$ cat src/hdl/mcas_ram.sv
// generic simple dual-port ram with registered read
module mcas_ram #(
   parameter int WIDTH = 32,
   parameter int DEPTH = 64
) (
   input  logic                                          clock,
   input  logic                                          wr_en,
   input  logic [((DEPTH > 1) ? $clog2(DEPTH) : 1)-1:0] wr_addr,
   input  logic [WIDTH-1:0]                              wr_data,
   input  logic [((DEPTH > 1) ? $clog2(DEPTH) : 1)-1:0] rd_addr,
   output logic [WIDTH-1:0]                              rd_data
);

   logic [WIDTH-1:0] mem [DEPTH];

   // write port and registered read port
   always_ff @(posedge clock) begin
      if (wr_en) begin
         mem[wr_addr] <= wr_data;
      end
      rd_data <= mem[rd_addr];
   end

endmodule

$ cat config.mk
export PLATFORM = sky130hd
export DESIGN_NAME = mcas_ram
export DESIGN_NICKNAME = d
export VERILOG_FILES = /design/src/hdl/mcas_ram.sv
export SDC_FILE = /design/constraint.sdc
export NUM_CORES = 2
export LEC_CHECK = 0
export BUFFER_PORTS_ARGS = -buffer_cell sky130_fd_sc_hd__buf_2
export CORE_AREA = 5 5 518 520
export CTS_CLUSTER_SIZE = 30
export DETAILED_ROUTE_END_ITERATION = 10
export DIE_AREA = 0 0 523 525
export SLEW_MARGIN = 10
export SYNTH_ARGS = -nofsm -noshare
export SYNTH_HDL_FRONTEND = slang
export SYNTH_SLANG_ARGS = --single-unit
$ cat constraint.sdc
create_clock -name clock -period 5.65 [get_ports clock]
set_input_delay 1.13 -clock clock [delete_from_list [all_inputs] [get_ports clock]]
set_output_delay 1.13 -clock clock [all_outputs]
set_load 0.02 [all_outputs]
==> reports/metrics.yaml <==
worst_setup_path:
  required_ns: 6.33
  r2r_slack_ns: 3.29
  setup.worst_path.end: "rd_data[24]"
  r2r-end: "rd_data[26]"
  arrival_ns: 4.21
  end_kind: "flop"
  cp_max_fo: 47
  critPathLaunchType: "primary input"
  worstSetupPathType: "primary input to flop"
  critPathLaunch: "rd_addr[0]"
  reg2reg_depth: 4
  rr_startpoint: "mem[35][26]"
logic_synthesis:
  ys_seq_elements: 2080
  syn_avg_cell_area_um2: 23.62
  synth_flop_cell: "edfxtp_1"
  yosysWarnings: 0
  synth_edf_count: 2048
  ys_types: 34
  synthCells: 3324
  synth-seq-area-share_pct: 79.14
  syn_area_um2: 78520
  mappedNetlistNets: 3370
  async_reset_ff_share_pct: 0
global_routing:
  grt_max_degree: 76
  grt_overflow: 0
  antenna_found_initial: 21
  grt_pass1_wl_um: 297900
  grt_pass1_vias: 38101
  track_usage_pct: 15.11
job:
  cap_violations: 0
placed_design:
  place_ws_ns: 1.125
  portBuffers: 77
  hpwl_um: 122100
  place_congestion: 0.7723
final_layout:
  drive_above_1_share_pct: 30.69
  nNetsFinal: 3638
  fillCellCount: 24149
  area_delta_synth_final_pct: 15.93
  final_util_pct: 34.52
  regArea_um2: 62140
  multiInputGateArea_um2: 15980
die:
  initial_core_util_pct: 29.78
  die_area_um2: 274600
  io_pins: 78
  rows: 189
  core_um2: 263700
  fp.dieW_um: 523
  die_y_um: 525
power_and_ir_drop:
  p_leak_uw: 0.02783
  vdd_ir_drop_max_mv: 0.3314
  seqPwrFrac_pct: 53.5
  pwr-share-comb_pct: 5.0
  power.density_nw_per_um2: 352.4
  power_switching_uw: 6894
  switching_share_pct: 21.49
  power.internal_uw: 25180
  clkPwrFrac_pct: 41.5
detailed_routing:
  first_iter_violations: 4194
  firstDrtPassIters: 5
  num_vias: 36882
  wl_per_cell_um: 28.77
  drtAntennaViolNets: 0
  drc: 0
  routed_wl_um: 210400
  vias_per_cell: 5.045
timing:
  fin_worst_skew_ns: 0.02841
  setup_violations: 0
  drv_slew: 0
  fin_ws_ns: 2.126
  hold_viol: 0
  clock.fmax_mhz: 283.8
  grt_setup_unrepaired: "false"
  slew_headroom_pct: 11.19
  worstMarginPinSlew_ns: 1.329
  fin_crit_sh_pct: 62.36
  min_period_ns: 3.524
  fin_setup_tns_ns: 0
clock_tree:
  cts_tree: "yes"
  cts-hold-fix-buffers: 0
  clk_pin_slew_worst_paths_ns: 0.06
  htreeDepth: 4
  cts_resized: 0
  worstSkewPairLatency_ns: 0.85
  cts_max_path_buffers: 3
  clock-sinks: 2080
  cts_root_buf: "clkbuf_16"
  postCtsSetupRepairBufs: 0
  cts_made_buffers: 204
min_path:
  hold_path.class: "flop to flop"
run_status:
  status: "completed"
final cells by class:
| class | instances | area share (%) |
|---|---|---|
| Sequential cell | 2080 | 68.27 |
| Multi-Input combinational cell | 1062 | 17.55 |
| Clock buffer | 257 | 6.018 |
| Tap cell | 3533 | 4.857 |
| Timing Repair Buffer | 244 | 2.096 |
| Clock inverter | 127 | 1.186 |
| Antenna cell | 8 | 0.02199 |
power groups by stage:
stage	logic, µW	clock network [µW]	registers [µW]
after global placement	1610	0	17500
after CTS	1630	13500	17200
final	1600	13300	17200
after floorplan	831	0	17500
after global routing	1690	14200	17200
after detailed placement	1630	0	17500
synth_stat cells (all sizes together) (5+ instances only):
master | count | area (µm²)
edfxtp | 2048 | 61500
mux4 | 544 | 12250
nor2 | 137 | 514.2
buf | 108 | 608.1
mux2i | 93 | 930.9
o22ai | 84 | 525.5
clkbuf | 74 | 277.8
a21oi | 62 | 310.3
dfxtp | 32 | 640.6
o221ai | 27 | 236.5
nand2 | 26 | 97.59
nor2b | 15 | 93.84
a22oi | 12 | 90.09
a311oi | 8 | 70.07
nand2b | 8 | 50.05
nor3 | 7 | 35.03
nand3 | 5 | 25.02
nand3b | 5 | 37.54
or3b | 5 | 43.80
worst max-delay path, cell delays in order:
cell and delay, ns:
buf_8 0.45, buf_12 0.33, buf_4 0.39, mux4_2 0.57, mux4_2 0.46, o22ai_1 0.60
nor2_1 0.11
layout by cell type (no fill, tap or decap), types with 39 or more instances in the layout:
| cell type | Yosys | routed |
|---|---|---|
| mux2i_1 | 93 | 93 |
| clkbuf_1 | 74 | 39 |
| buf_2 | 57 | 70 |
| clkinv_2 | 0 | 44 |
| nor2_4 | 0 | 62 |
| o22ai_1 | 84 | 84 |
| edfxtp_1 | 2048 | 2048 |
| buf_4 | 25 | 152 |
| clkinv_1 | 0 | 48 |
| clkbuf_16 | 0 | 207 |
| nor2_1 | 137 | 74 |
| a21oi_1 | 62 | 62 |
| mux4_2 | 544 | 544 |
worst min-delay path by stage:
stage	startpoint	end	slack (ns)	cells after the start
6_report	mem[29][20]	rd_data[20]	0.76	4
5_1_grt	wr_addr[1]	mem[48][14]	0.76	2
4_1_cts	wr_addr[2]	mem[48][14]	0.74	2
3_5_place_dp	mem[29][20]	rd_data[20]	0.72	4
3_3_place_gp	mem[29][20]	rd_data[20]	0.74	4
2_1_floorplan	mem[12][17]	rd_data[17]	0.66	4
through the flow:
| step | cells | power (µW) | cell area [µm²] | hold slack, ns |
|---|---|---|---|---|
| 5_1_grt | 7304 | 33090 | 91000 | 0.7619 |
| 3_5_place_dp | 6919 | 19130 | 84440 | 0.7221 |
| 6_report | 7311 | 32070 | 91020 | 0.7601 |
| 2_1_floorplan | 3324 | 18310 | 78520 | 0.6632 |
| 4_1_cts | 7303 | 32320 | 90990 | 0.7350 |
| 3_3_place_gp | 6919 | 19110 | 84440 | 0.7369 |
routing by layer:
metal | GRT usage [%] | wire length (µm) | share of wire (%) | up-vias
met1 | 20.71 | 86270 | 41 | 20243
li1 | - | - | - | 14821
met4 | 4.167 | 5897 | 2.8 | 12
met2 | 24.70 | 102900 | 49 | 1497
met5 | 0 | 76 | 0.036 | -
met3 | 2.854 | 15230 | 7.2 | 309
registers in the layout, indices dropped and copies added, names as in the netlist:
| register | flops |
|---|---|
| rd_data | 32 |
| mem | 2048 |
cells by family (layout without fill, tap and decap cells):
| group | after synthesis | after routing | synth area share, % |
|---|---|---|---|
| other | 0 | 8 | 0 |
| muxes | 637 | 637 | 16.79 |
| DFF | 2080 | 2080 | 79.14 |
| and+or+nand+nor | 223 | 223 | 1.265 |
| buffers and inverters | 182 | 628 | 1.128 |
| AOI/OAI and AO/OA | 202 | 202 | 1.673 |
(Power assumes the default switching activity.)
